`config.mk`:
```
export PLATFORM = sky130hd
export DESIGN_NAME = levenshtein_edit_distance_core
export DESIGN_NICKNAME = d
export VERILOG_FILES = /design/src/rtl/lvd_pkg.sv /design/src/rtl/lvd_cell.sv /design/src/rtl/levenshtein_edit_distance_core.sv
export SDC_FILE = /design/constraint.sdc
export NUM_CORES = 2
export LEC_CHECK = 0
export ABC_AREA = 0
export BUFFER_PORTS_ARGS = -buffer_cell sky130_fd_sc_hd__buf_2
export CAP_MARGIN = 20
export CORE_MARGIN = 2
export CORE_UTILIZATION = 40
export DETAILED_ROUTE_END_ITERATION = 8
export GPL_TIMING_DRIVEN = 0
export PLACE_DENSITY = 0.58
export SKIP_LAST_GASP = 1
export SYNTH_ARGS = -nofsm -noshare
export SYNTH_HDL_FRONTEND = slang
export SYNTH_SLANG_ARGS = --single-unit
```
`constraint.sdc`:
```
create_clock -name clock -period 16.6 [get_ports clock]
set_input_delay 0.83 -clock clock [delete_from_list [all_inputs] [get_ports clock]]
set_output_delay 0.83 -clock clock [all_outputs]
set_load 0.01 [all_outputs]
```
`src/rtl/lvd_pkg.sv`:
```
// Shared types and constants for the edit distance core.
package lvd_pkg;

   localparam int SYM_W    = 8;
   localparam int OP_W     = 2;
   localparam int DIST_W   = 6;
   localparam int DIST_MAX = 63;

   typedef enum logic [OP_W-1:0] {
      OP_APPEND = 2'd0,
      OP_CLEAR  = 2'd1,
      OP_QUERY  = 2'd2,
      OP_EMIT   = 2'd3
   } op_type;

   typedef enum logic {
      KIND_QUERY = 1'b0,
      KIND_EMIT  = 1'b1
   } kind_type;

   typedef struct packed {
      logic     valid;
      kind_type kind;
   } tok_type;

endpackage

```
`src/rtl/lvd_cell.sv`:
```
// One column of the edit distance row: reference byte, cost and wavefront stage.
module lvd_cell #(
   parameter int CW  = 6,
   parameter int IDX = 0
) (
   input  logic                      clock,
   input  logic                      reset,
   input  logic                      row_reset,
   input  logic                      ref_clear,
   input  logic                      wr_en,
   input  logic [lvd_pkg::SYM_W-1:0] wr_sym,
   input  lvd_pkg::tok_type          tok_i,
   input  logic [lvd_pkg::SYM_W-1:0] sym_i,
   input  logic [CW-1:0]             cur_i,
   input  logic [CW-1:0]             prev_i,
   output lvd_pkg::tok_type          tok_o,
   output logic [lvd_pkg::SYM_W-1:0] sym_o,
   output logic [CW-1:0]             cur_o,
   output logic [CW-1:0]             prev_o
);

   localparam logic [CW-1:0] INIT = CW'(IDX + 1);

   logic [lvd_pkg::SYM_W-1:0] char_ff;
   logic                      act_ff, act_in;
   logic [CW-1:0]             cost_ff, cost_in;
   lvd_pkg::tok_type          tok_ff;
   logic [lvd_pkg::SYM_W-1:0] sym_ff;
   logic [CW-1:0]             cur_ff, cur_in;
   logic [CW-1:0]             prev_ff, prev_in;

   logic [CW:0] c_left, c_up, c_diag, c_min;

   always_comb begin
      c_left = {1'b0, cur_i} + 1'b1;
      c_up   = {1'b0, cost_ff} + 1'b1;
      c_diag = {1'b0, prev_i} + {{CW{1'b0}}, (char_ff != sym_i)};
      c_min  = (c_left < c_up) ? c_left : c_up;
      c_min  = (c_diag < c_min) ? c_diag : c_min;
   end

   always_comb begin
      cost_in = cost_ff;
      cur_in  = cur_i;
      prev_in = prev_i;
      act_in  = act_ff;
      if (tok_i.valid) begin
         if (tok_i.kind == lvd_pkg::KIND_EMIT) begin
            // pick up this column's cost if it holds a reference byte (the last one wins), then restore
            if (act_ff) begin
               cur_in = cost_ff;
            end
            cost_in = INIT;
         end else if (act_ff) begin
            cost_in = c_min[CW-1:0];
            cur_in  = c_min[CW-1:0];
            prev_in = cost_ff;
         end
      end
      if (row_reset) begin
         cost_in = INIT;
      end
      if (ref_clear) begin
         act_in = 1'b0;
      end
      if (wr_en) begin
         act_in = 1'b1;
      end
   end

   always_ff @(posedge clock) begin
      if (reset) begin
         act_ff  <= 1'b0;
         cost_ff <= INIT;
         tok_ff  <= '0;
      end else begin
         act_ff  <= act_in;
         cost_ff <= cost_in;
         tok_ff  <= tok_i;
      end
   end

   always_ff @(posedge clock) begin
      if (wr_en) begin
         char_ff <= wr_sym;
      end
      sym_ff  <= sym_i;
      cur_ff  <= cur_in;
      prev_ff <= prev_in;
   end

   assign tok_o  = tok_ff;
   assign sym_o  = sym_ff;
   assign cur_o  = cur_ff;
   assign prev_o = prev_ff;

endmodule

```
`src/rtl/levenshtein_edit_distance_core.sv`:
```
// Top level of the edit distance core: request decode, control and cell chain.
//
//  channel | direction | tdata                           | tuser
//  req     | in        | [7:0] symbol                    | [1:0] operation
//  rsp     | out       | [5:0] distance, [6] overflow    | -
//
// A query byte is taken every cycle and walks the chain one cell per cycle.
// Append, clear and end of query wait until the chain is empty, that is until
// the last query byte or end of query that was taken has left the chain.
// The result is registered on rsp once its end of query leaves the last cell;
// an end of query also waits while an earlier result is still held on rsp.
// Synchronous reset restores the row at once; no clearing pass.
module levenshtein_edit_distance_core #(
   parameter int MAX_LEN = 32
) (
   input  logic       clock,
   input  logic       reset,
   input  logic       req_tvalid,
   output logic       req_tready,
   input  logic [7:0] req_tdata,  // [7:0] symbol
   input  logic [1:0] req_tuser,  // [1:0] operation
   output logic       rsp_tvalid,
   input  logic       rsp_tready,
   output logic [7:0] rsp_tdata   // [5:0] distance, [6] overflow, [7] zero
);

   localparam int CW = $clog2(MAX_LEN + 1);
   localparam int XW = (CW > lvd_pkg::DIST_W) ? CW : lvd_pkg::DIST_W;

   lvd_pkg::op_type op;
   logic            acc;
   logic            chain_idle;

   logic [CW-1:0] ref_len_ff, ref_len_in;
   logic [CW-1:0] ql_ff, ql_in;
   logic          ovf_ff, ovf_in;
   logic [CW-1:0] drain_ff, drain_in;
   logic          pend_ovf_ff, pend_ovf_in;
   logic          rsp_valid_ff, rsp_valid_in;
   logic [lvd_pkg::DIST_W-1:0] rsp_dist_ff, rsp_dist_in;
   logic          rsp_ovf_ff, rsp_ovf_in;

   logic append_ok, row_reset, ref_clear;

   lvd_pkg::tok_type          tok_w  [MAX_LEN+1];
   logic [lvd_pkg::SYM_W-1:0] sym_w  [MAX_LEN+1];
   logic [CW-1:0]             cur_w  [MAX_LEN+1];
   logic [CW-1:0]             prev_w [MAX_LEN+1];

   lvd_pkg::tok_type tok_head;
   logic [CW-1:0]    cur_head;
   logic [CW-1:0]    prev_head;

   logic [XW-1:0] dist_ext;

   assign op         = lvd_pkg::op_type'(req_tuser);
   assign chain_idle = (drain_ff == '0);
   assign req_tready = (op == lvd_pkg::OP_QUERY) ||
                       (chain_idle && ((op != lvd_pkg::OP_EMIT) || !rsp_valid_ff));
   assign acc        = req_tvalid && req_tready;
   assign append_ok  = (ref_len_ff < CW'(MAX_LEN));

   assign dist_ext = XW'(cur_w[MAX_LEN]);

   assign tok_w[0]  = tok_head;
   assign sym_w[0]  = req_tdata;
   assign cur_w[0]  = cur_head;
   assign prev_w[0] = prev_head;

   always_comb begin
      ref_len_in   = ref_len_ff;
      ql_in        = ql_ff;
      ovf_in       = ovf_ff;
      drain_in     = chain_idle ? drain_ff : drain_ff - 1'b1;
      pend_ovf_in  = pend_ovf_ff;
      rsp_valid_in = rsp_valid_ff;
      rsp_dist_in  = rsp_dist_ff;
      rsp_ovf_in   = rsp_ovf_ff;
      row_reset    = 1'b0;
      ref_clear    = 1'b0;
      tok_head     = '0;
      cur_head     = ql_ff + 1'b1;
      prev_head    = ql_ff;

      if (rsp_valid_ff && rsp_tready) begin
         rsp_valid_in = 1'b0;
      end
      if (tok_w[MAX_LEN].valid && (tok_w[MAX_LEN].kind == lvd_pkg::KIND_EMIT)) begin
         rsp_valid_in = 1'b1;
         rsp_dist_in  = (dist_ext > XW'(lvd_pkg::DIST_MAX)) ?
                        lvd_pkg::DIST_W'(lvd_pkg::DIST_MAX) : dist_ext[lvd_pkg::DIST_W-1:0];
         rsp_ovf_in   = pend_ovf_ff;
      end

      if (acc) begin
         case (op)
            lvd_pkg::OP_APPEND: begin
               if (append_ok) begin
                  ref_len_in = ref_len_ff + 1'b1;
               end else begin
                  ovf_in = 1'b1;
               end
               row_reset = 1'b1;
               ql_in     = '0;
            end
            lvd_pkg::OP_CLEAR: begin
               ref_len_in = '0;
               ovf_in     = 1'b0;
               row_reset  = 1'b1;
               ref_clear  = 1'b1;
               ql_in      = '0;
            end
            lvd_pkg::OP_QUERY: begin
               if (ql_ff < CW'(MAX_LEN)) begin
                  tok_head.valid = 1'b1;
                  tok_head.kind  = lvd_pkg::KIND_QUERY;
                  ql_in          = ql_ff + 1'b1;
                  drain_in       = CW'(MAX_LEN);
               end else begin
                  ovf_in = 1'b1;
               end
            end
            default: begin
               // end of query: the cost fed into cell 0 is the query length
               tok_head.valid = 1'b1;
               tok_head.kind  = lvd_pkg::KIND_EMIT;
               cur_head       = ql_ff;
               pend_ovf_in    = ovf_ff;
               ovf_in         = 1'b0;
               ql_in          = '0;
               drain_in       = CW'(MAX_LEN);
            end
         endcase
      end
   end

   always_ff @(posedge clock) begin
      if (reset) begin
         ref_len_ff   <= '0;
         ql_ff        <= '0;
         ovf_ff       <= 1'b0;
         drain_ff     <= '0;
         pend_ovf_ff  <= 1'b0;
         rsp_valid_ff <= 1'b0;
      end else begin
         ref_len_ff   <= ref_len_in;
         ql_ff        <= ql_in;
         ovf_ff       <= ovf_in;
         drain_ff     <= drain_in;
         pend_ovf_ff  <= pend_ovf_in;
         rsp_valid_ff <= rsp_valid_in;
      end
   end

   always_ff @(posedge clock) begin
      rsp_dist_ff <= rsp_dist_in;
      rsp_ovf_ff  <= rsp_ovf_in;
   end

   for (genvar g = 0; g < MAX_LEN; g++) begin : g_cell
      lvd_cell #(
         .CW  (CW),
         .IDX (g)
      ) u_cell (
         .clock     (clock),
         .reset     (reset),
         .row_reset (row_reset),
         .ref_clear (ref_clear),
         .wr_en     (acc && (op == lvd_pkg::OP_APPEND) && append_ok &&
                     (ref_len_ff == CW'(g))),
         .wr_sym    (req_tdata),
         .tok_i     (tok_w[g]),
         .sym_i     (sym_w[g]),
         .cur_i     (cur_w[g]),
         .prev_i    (prev_w[g]),
         .tok_o     (tok_w[g+1]),
         .sym_o     (sym_w[g+1]),
         .cur_o     (cur_w[g+1]),
         .prev_o    (prev_w[g+1])
      );
   end

   assign rsp_tvalid = rsp_valid_ff;
   assign rsp_tdata  = {1'b0, rsp_ovf_ff, rsp_dist_ff};

endmodule

```
## After elaboration in Yosys (flattened, before gate mapping)

Index checks and enable logic that the tools add are counted.
Widths: inputs -> output; s select.

- Register bits: 1198
- Output and inout port bits: 10
- Bits of input ports: 14

- Order comparisons: 67
- Bitwise gates (word level): 1
- Eq/ne operators: 70
- Reductions and logical operators: 149
- $add $sub $neg: 99
- Muxes and demuxes: 404

Operators by type and width:

| kind | count |
|---|---|
| $mux 6 | 325 |
| $add 6x1->7 const B | 64 |
| $lt 7x7->1 | 64 |
| $ne 8x8->1 | 32 |
| $add 6x1->7 | 32 |
| $mux 7 | 32 |
| $reduce_bool 2->1 | 66 |
| $eq 6x5->1 const B | 16 |
| $reduce_and 2->1 | 34 |
| $eq 6x4->1 const B | 8 |
| $mux 1 | 41 |
| $logic_and 1x1->1 | 38 |
| $eq 6x3->1 const B | 4 |
| $pmux 6 s2 | 2 |
| $add 6x1->6 const B | 2 |
| $eq 6x2->1 const B | 2 |
| $logic_not 6->1 | 2 |
| $lt 6x6->1 const B | 2 |
| $ne 2x2->1 const B | 4 |
| $eq 6x1->1 const B | 1 |
| $gt 6x6->1 const B | 1 |
| $reduce_and 3->1 | 2 |
| $sub 6x1->6 const B | 1 |
| $mux 2 | 2 |
| 11 further kinds | 13 |

## Logic depth before layout (Yosys ltp)

- Word-level depth: 14
- Gate-level depth with buffers: 29
- Gate-level depth less buffers: 26

## Hierarchy

Synthesis repeated with hierarchy kept, for this count alone.

- Cell total of the unflattened synthesis: 7170
- Area, all modules: 67785.0 sq um

Modules (own cells, without submodules):

| module | seq. area each (sq um) | cells each | area each (sq um) | instances |
|---|---|---|---|---|
| lvd_cell (g_cell[21].u_cell) | 820.8 | 245 | 2230.9 | 1 |
| lvd_cell (g_cell[19].u_cell) | 820.8 | 251 | 2225.9 | 1 |
| lvd_cell (g_cell[28].u_cell) | 820.8 | 236 | 2219.6 | 1 |
| lvd_cell (g_cell[3].u_cell) | 820.8 | 246 | 2210.9 | 1 |
| lvd_cell (g_cell[30].u_cell) | 820.8 | 221 | 2175.8 | 1 |
| lvd_cell (g_cell[22].u_cell) | 820.8 | 244 | 2152.1 | 1 |
| lvd_cell (g_cell[5].u_cell) | 820.8 | 237 | 2148.3 | 1 |
| lvd_cell (g_cell[8].u_cell) | 820.8 | 228 | 2122.0 | 1 |
| lvd_cell (g_cell[7].u_cell) | 820.8 | 208 | 2113.3 | 1 |
| lvd_cell (g_cell[29].u_cell) | 820.8 | 208 | 2069.5 | 1 |
| lvd_cell (g_cell[13].u_cell) | 820.8 | 208 | 2054.5 | 1 |
| lvd_cell (g_cell[17].u_cell) | 820.8 | 211 | 2043.2 | 1 |
| lvd_cell (g_cell[15].u_cell) | 820.8 | 210 | 2038.2 | 1 |
| lvd_cell (g_cell[27].u_cell) | 820.8 | 209 | 2038.2 | 1 |
| +19 rows | -- | -- | -- | -- |

## Worst setup path after synthesis

No wires, ideal clock.

- Kind: input to register
- From: input req_tuser[0]
- To: register g_cell[0].u_cell.cost_ff[2]
- Stages on the path: 27
- Setup slack: 10.997 ns
- Arrival: 5.544 ns
- Buffers on the path: 4
- Path through: clkbuf_1 > nand3b_1 > nor3_2 > clkbuf_1 > nand2_1 > nand2_1 > ha_1 > nand3b_1 > o221ai_1 > xnor2_1 > inv_1 > ha_1 > and4_1 > o21ai_0 > a31o_2 > nand2_1 > buf_2 > nand2b_1 > nand2_1 > ha_1 > a21oi_1 > o21ai_0 > a2111oi_0 > a21oi_1 > buf_2 > a211oi_1 > o21a_1

- Cells in the longest elaborated chain, start to end: 13

Ends and longest elaborated chain:

| what | line | text |
|---|---|---|
| start: declaration | levenshtein_edit_distance_core.sv:21 | `input logic [1:0] req_tuser,` |
| $ne 2x2->1 | levenshtein_edit_distance_core.sv:59 | `(chain_idle && ((op != lvd_pkg::OP_EMIT) \|\| !rsp_valid_ff));` |
| $logic_or 1x1->1 | levenshtein_edit_distance_core.sv:59 |  |
| $logic_and 1x1->1 | levenshtein_edit_distance_core.sv:59 |  |
| $logic_or 1x1->1 | levenshtein_edit_distance_core.sv:58 | `assign req_tready = (op == lvd_pkg::OP_QUERY) \|\|` |
| $logic_and 1x1->1 | levenshtein_edit_distance_core.sv:60 | `assign acc = req_tvalid && req_tready;` |
| $mux 6 | levenshtein_edit_distance_core.sv:95 | `if (acc) begin` |
| $add 6x1->7 | lvd_cell.sv:35 | `c_left = {1'b0, cur_i} + 1'b1;` |
| $lt 7x7->1 | lvd_cell.sv:38 | `c_min = (c_left < c_up) ? c_left : c_up;` |
| $mux 7 | lvd_cell.sv:38 |  |
| $lt 7x7->1 | lvd_cell.sv:39 | `c_min = (c_diag < c_min) ? c_diag : c_min;` |
| $mux 6 | lvd_cell.sv:39 |  |
| $mux 6 | lvd_cell.sv:54 | `end else if (act_ff) begin` |
| $mux 6 | lvd_cell.sv:48 | `if (tok_i.kind == lvd_pkg::KIND_EMIT) begin` |
| end signal: assignment | lvd_cell.sv:78 | `cost_ff <= cost_in;` |
| end: declaration | lvd_cell.sv:26 | `logic [CW-1:0] cost_ff, cost_in;` |

Parallel ways exist; a longest one is shown, timed or not. The select of a mux whose other input is x is not followed.
A chain may end at the register's enable or synchronous reset.

## Final worst setup path

- From: register drain_ff[2]
- To: register g_cell[0].u_cell.cur_ff[2]

- Cells in the longest elaborated chain, start to end: 13

Ends and longest elaborated chain:

| what | line | text |
|---|---|---|
| start: declaration | levenshtein_edit_distance_core.sv:37 | `logic [CW-1:0] drain_ff, drain_in;` |
| start signal: assignment | levenshtein_edit_distance_core.sv:149 | `drain_ff <= drain_in;` |
| $logic_not 6->1 * | levenshtein_edit_distance_core.sv:57 | `assign chain_idle = (drain_ff == '0);` |
| $logic_and 1x1->1 * | levenshtein_edit_distance_core.sv:59 |  |
| $logic_or 1x1->1 * | levenshtein_edit_distance_core.sv:58 |  |
| $logic_and 1x1->1 * | levenshtein_edit_distance_core.sv:60 |  |
| $mux 6 | levenshtein_edit_distance_core.sv:95 |  |
| $add 6x1->7 | lvd_cell.sv:35 |  |
| $lt 7x7->1 | lvd_cell.sv:38 |  |
| $mux 7 | lvd_cell.sv:38 |  |
| $lt 7x7->1 | lvd_cell.sv:39 |  |
| $mux 6 | lvd_cell.sv:39 |  |
| $mux 6 | lvd_cell.sv:54 |  |
| $mux 6 | lvd_cell.sv:48 |  |
| $mux 6 * | lvd_cell.sv:47 | `if (tok_i.valid) begin` |
| net g_cell[0].u_cell.cur_in[2] | lvd_cell.sv:29 | `logic [CW-1:0] cur_ff, cur_in;` |
| end signal: assignment | lvd_cell.sv:88 | `cur_ff <= cur_in;` |
| end: declaration | lvd_cell.sv:29 |  |

Mark *: on every way through the listed nets, which the timed path passes. The rest lies on a longest branch.

==> out/results.txt <==
RSZ-0062 raised after global routing: false
GRT overflow: 0
Fill cells: 14700
CP Capture Type: flip-flop
Synth Register Bits: 1198
Buffers on Ports: 21
final number of max-transition violations: 0
Crit path max-delay family: compound AO/OA/AOI/OAI gates
post-route DRC violation count: 0
share of cells above drive strength 1: 0.0825
vias per inst: 5.41
Worst Path Required: 17.30 ns
top_reg_cell synth: dfxtp_1
largest net degree at the start of global routing: 35
I/O pins: 24
Die W: 400 um
Area Growth Syn to Fin: 11.4%
post-synthesis cell area: 62700 um2
vias in the first global route: 46400
Post-Synthesis Cells: 6487
Synth warnings: 0
register area share after synthesis: 0.425
fin area: 69800 um2
syn_area_per_cell: 9.66 um2
post-DP HPWL: 128 mm
clk slew on worst S/H paths: 0.06 ns
crit-path cells: or3_1 -> nor3_2 -> clkbuf_1 -> nand2_1 -> nand2_1 -> ha_1 -> nand3b_1 -> o221ai_1 -> nor3b_1 -> ha_1 -> and4_1 -> o21ai_0 -> a31o_2 -> nand2_1 -> buf_2 -> mux2i_1 -> ha_1 -> a21oi_1 -> o21ai_0 -> a2111oi_0 -> a21oi_1 -> buf_2 -> a211oi_1 -> a311o_1
Clock Latency Late Sink: 0.77 ns
DP Area: 65500 um2
Clock Tree Root: clkbuf_16
top post-synthesis cells by area: dfxtp_1, edfxtp_1, ha_1
CTS H-Tree Depth: 4
GRT Overall Usage: 0.208
critical path class: flip-flop to flip-flop
post-synth top area share: 0.299
Tmin final: 6.61 ns
MaxCap Viol Count: 0
Initial Util: 0.402
CP peak stage delay: 0.58 ns
Post-CTS Resized: 0
relative slew slack: 0.195
measured slew at the worst slew-check pin: 1.21 ns
Mapped Nets: 7019
Core ar.: 156000 um2
GP Congestion: 0.894
type of the most critical hold path: flip-flop to flip-flop
Critical Path Fanout Max: 10
crit share post-route: 0.398
via count: 47700
First DRT Iteration DRCs: 3326
EDFF count, synth: 263
TritonCTS Buffers: 131
CTS Hold Buffers Added: 0
Startpoint Class: flip-flop
critical path arrival: 7.31 ns
Routed WL per cell: 19.2 um
most common cell after layout, fill and taps aside: dfxtp_1
DIE AREA: 160000 um2
final hold viol count: 0
post-synth top area cell: dfxtp_1
Pre-antenna DRT Iters: 6
Layout Nets: 7179
# setup viols final: 0
CP max-delay cell: a2111oi_0
drt total wl: 169 mm
clock sink total: 1198
setup_tns: 0 ns
PD cells: 112 nW/um2
Fin Clk Skew: 0.0296 ns
ANT nets after route: 0
Lkg Pwr: 29.2 nW
FP Rows: 145
CTS tree: built
count of cell types in the netlist: 93
deepest clock path buffer count: 3
DIE HEIGHT: 400 um
run status: finished clean
initial antenna violation count: 9
Buf+Inv Stages, Crit Path: 3
Synth async-reset ratio: 0
IR Drop Worst-Case VDD: 0.122 mV
FMAX: 0.151 GHz
# Post-CTS Setup Buffers: 0
global-route wire length before repair: 262 mm
most frequent cells in the layout: dfxtp_1, nand2_1, ha_1
-- kinds of logic after synthesis --
group | after synthesis | share of synthesized area
simple gates | 2049 | 0.158
buf+inv | 500 | 0.0308
xor+xnor | 655 | 0.0915
flops | 1198 | 0.425
other cells | 1 | 0.0000598
compound gates | 1130 | 0.118
fa+ha+maj | 518 | 0.103
mux | 436 | 0.0742
-- through the flow --
| step | worst slack [ns] | power, mW | util | hold WS [ns] | instances |
|---|---|---|---|---|---|
| after floorplan | 11.00 | 4.48 | - | 0.349 | 6487 |
| after global placement | 9.74 | 4.93 | 0.419 | 0.353 | 8566 |
| after detailed placement | 9.70 | 4.96 | 0.420 | 0.353 | 8572 |
| after CTS | 10.07 | 7.88 | 0.448 | 0.317 | 8813 |
| after global routing | 9.49 | 8.20 | 0.448 | 0.347 | 8814 |
| final | 9.99 | 7.83 | 0.448 | 0.335 | 8815 |
-- registers in the layout (all words and copies together) (netlist names) --
register               flops
drain_ff                   6
g_cell.u_cell.prev_o     186
g_cell.u_cell.act_ff      32
prev_head                  6
rsp_dist_ff                6
pend_ovf_ff                1
ref_len_ff                 6
g_cell.u_cell.cost_ff    192
g_cell.u_cell.sym_o      248
g_cell.u_cell.tok_o       64
g_cell.u_cell.cur_o      192
rsp_ovf_ff                 1
ovf_ff                     1
rsp_tvalid                 1
g_cell.u_cell.char_ff    256
-- path summary, 6_finish.rpt --
| path | from | endpoint | slack (ns) | cells past startpoint |
|---|---|---|---|---|
| worst max-delay path | drain_ff[2]$_SDFF_PP0_ | g_cell[0].u_cell.cur_o[2]$_DFF_P_ | 9.99 | 24 |
| worst max register to register | drain_ff[2]$_SDFF_PP0_ | g_cell[0].u_cell.cur_o[2]$_DFF_P_ | 9.99 | 24 |
| worst min-delay path | g_cell[14].u_cell.sym_o[5]$_DFF_P_ | g_cell[15].u_cell.sym_o[5]$_DFF_P_ | 0.33 | 0 |
| worst min register to register | g_cell[14].u_cell.sym_o[5]$_DFF_P_ | g_cell[15].u_cell.sym_o[5]$_DFF_P_ | 0.33 | 0 |
-- area by class of cell --
class	instances	area, um2	share of cell area
tap	2058	2570	0.0369
inverter	312	1170	0.0168
clock inverter	64	654	0.00937
timing repair buffer	27	208	0.00297
clock buffer	177	3690	0.0528
buffer	188	773	0.0111
multi-input combinational	4789	34100	0.489
sequential	1198	26600	0.381
antenna	2	5.00	0.0000717
-- report_power, final --
| group | leakage, nW | internal, mW | switching, mW |
|---|---|---|---|
| logic | 17.1 | 0.706 | 0.974 |
| clock network | 2.12 | 1.68 | 1.24 |
| registers | 10.0 | 3.09 | 0.147 |
| total | 29.2 | 5.47 | 2.36 |
-- synth_stat cells, types with 14 or more instances --
library cell,n
a31oi_1,42
ha_1,518
nor2_1,285
or3_1,15
nand4_1,41
and2_1,28
o22ai_1,15
o21ai_0,313
a211oi_1,34
nand3_1,446
edfxtp_1,263
dfxtp_1,935
a21o_1,68
a21oi_1,272
o21a_1,77
nand2b_1,59
and3_1,195
o221ai_1,53
a22oi_1,26
o211ai_1,39
mux2_2,223
nor3_1,75
xor2_1,514
or2_2,22
nor4_1,67
nand2_1,675
clkbuf_1,165
a211o_1,20
a41oi_1,14
o21ai_1,15
nor2b_1,85
xnor2_1,141
mux2i_1,212
inv_1,312
-- metal layers --
metal	wire length, um	vias up	share of wire	GRT usage
li1	-	23500	-	-
met5	19	-	0.00011	0
met4	4760	2	0.028	0.0694
met1	78400	22700	0.46	0.283
met3	8660	263	0.051	0.0329
met2	77200	1212	0.46	0.337
(Power assumes the default switching activity.)
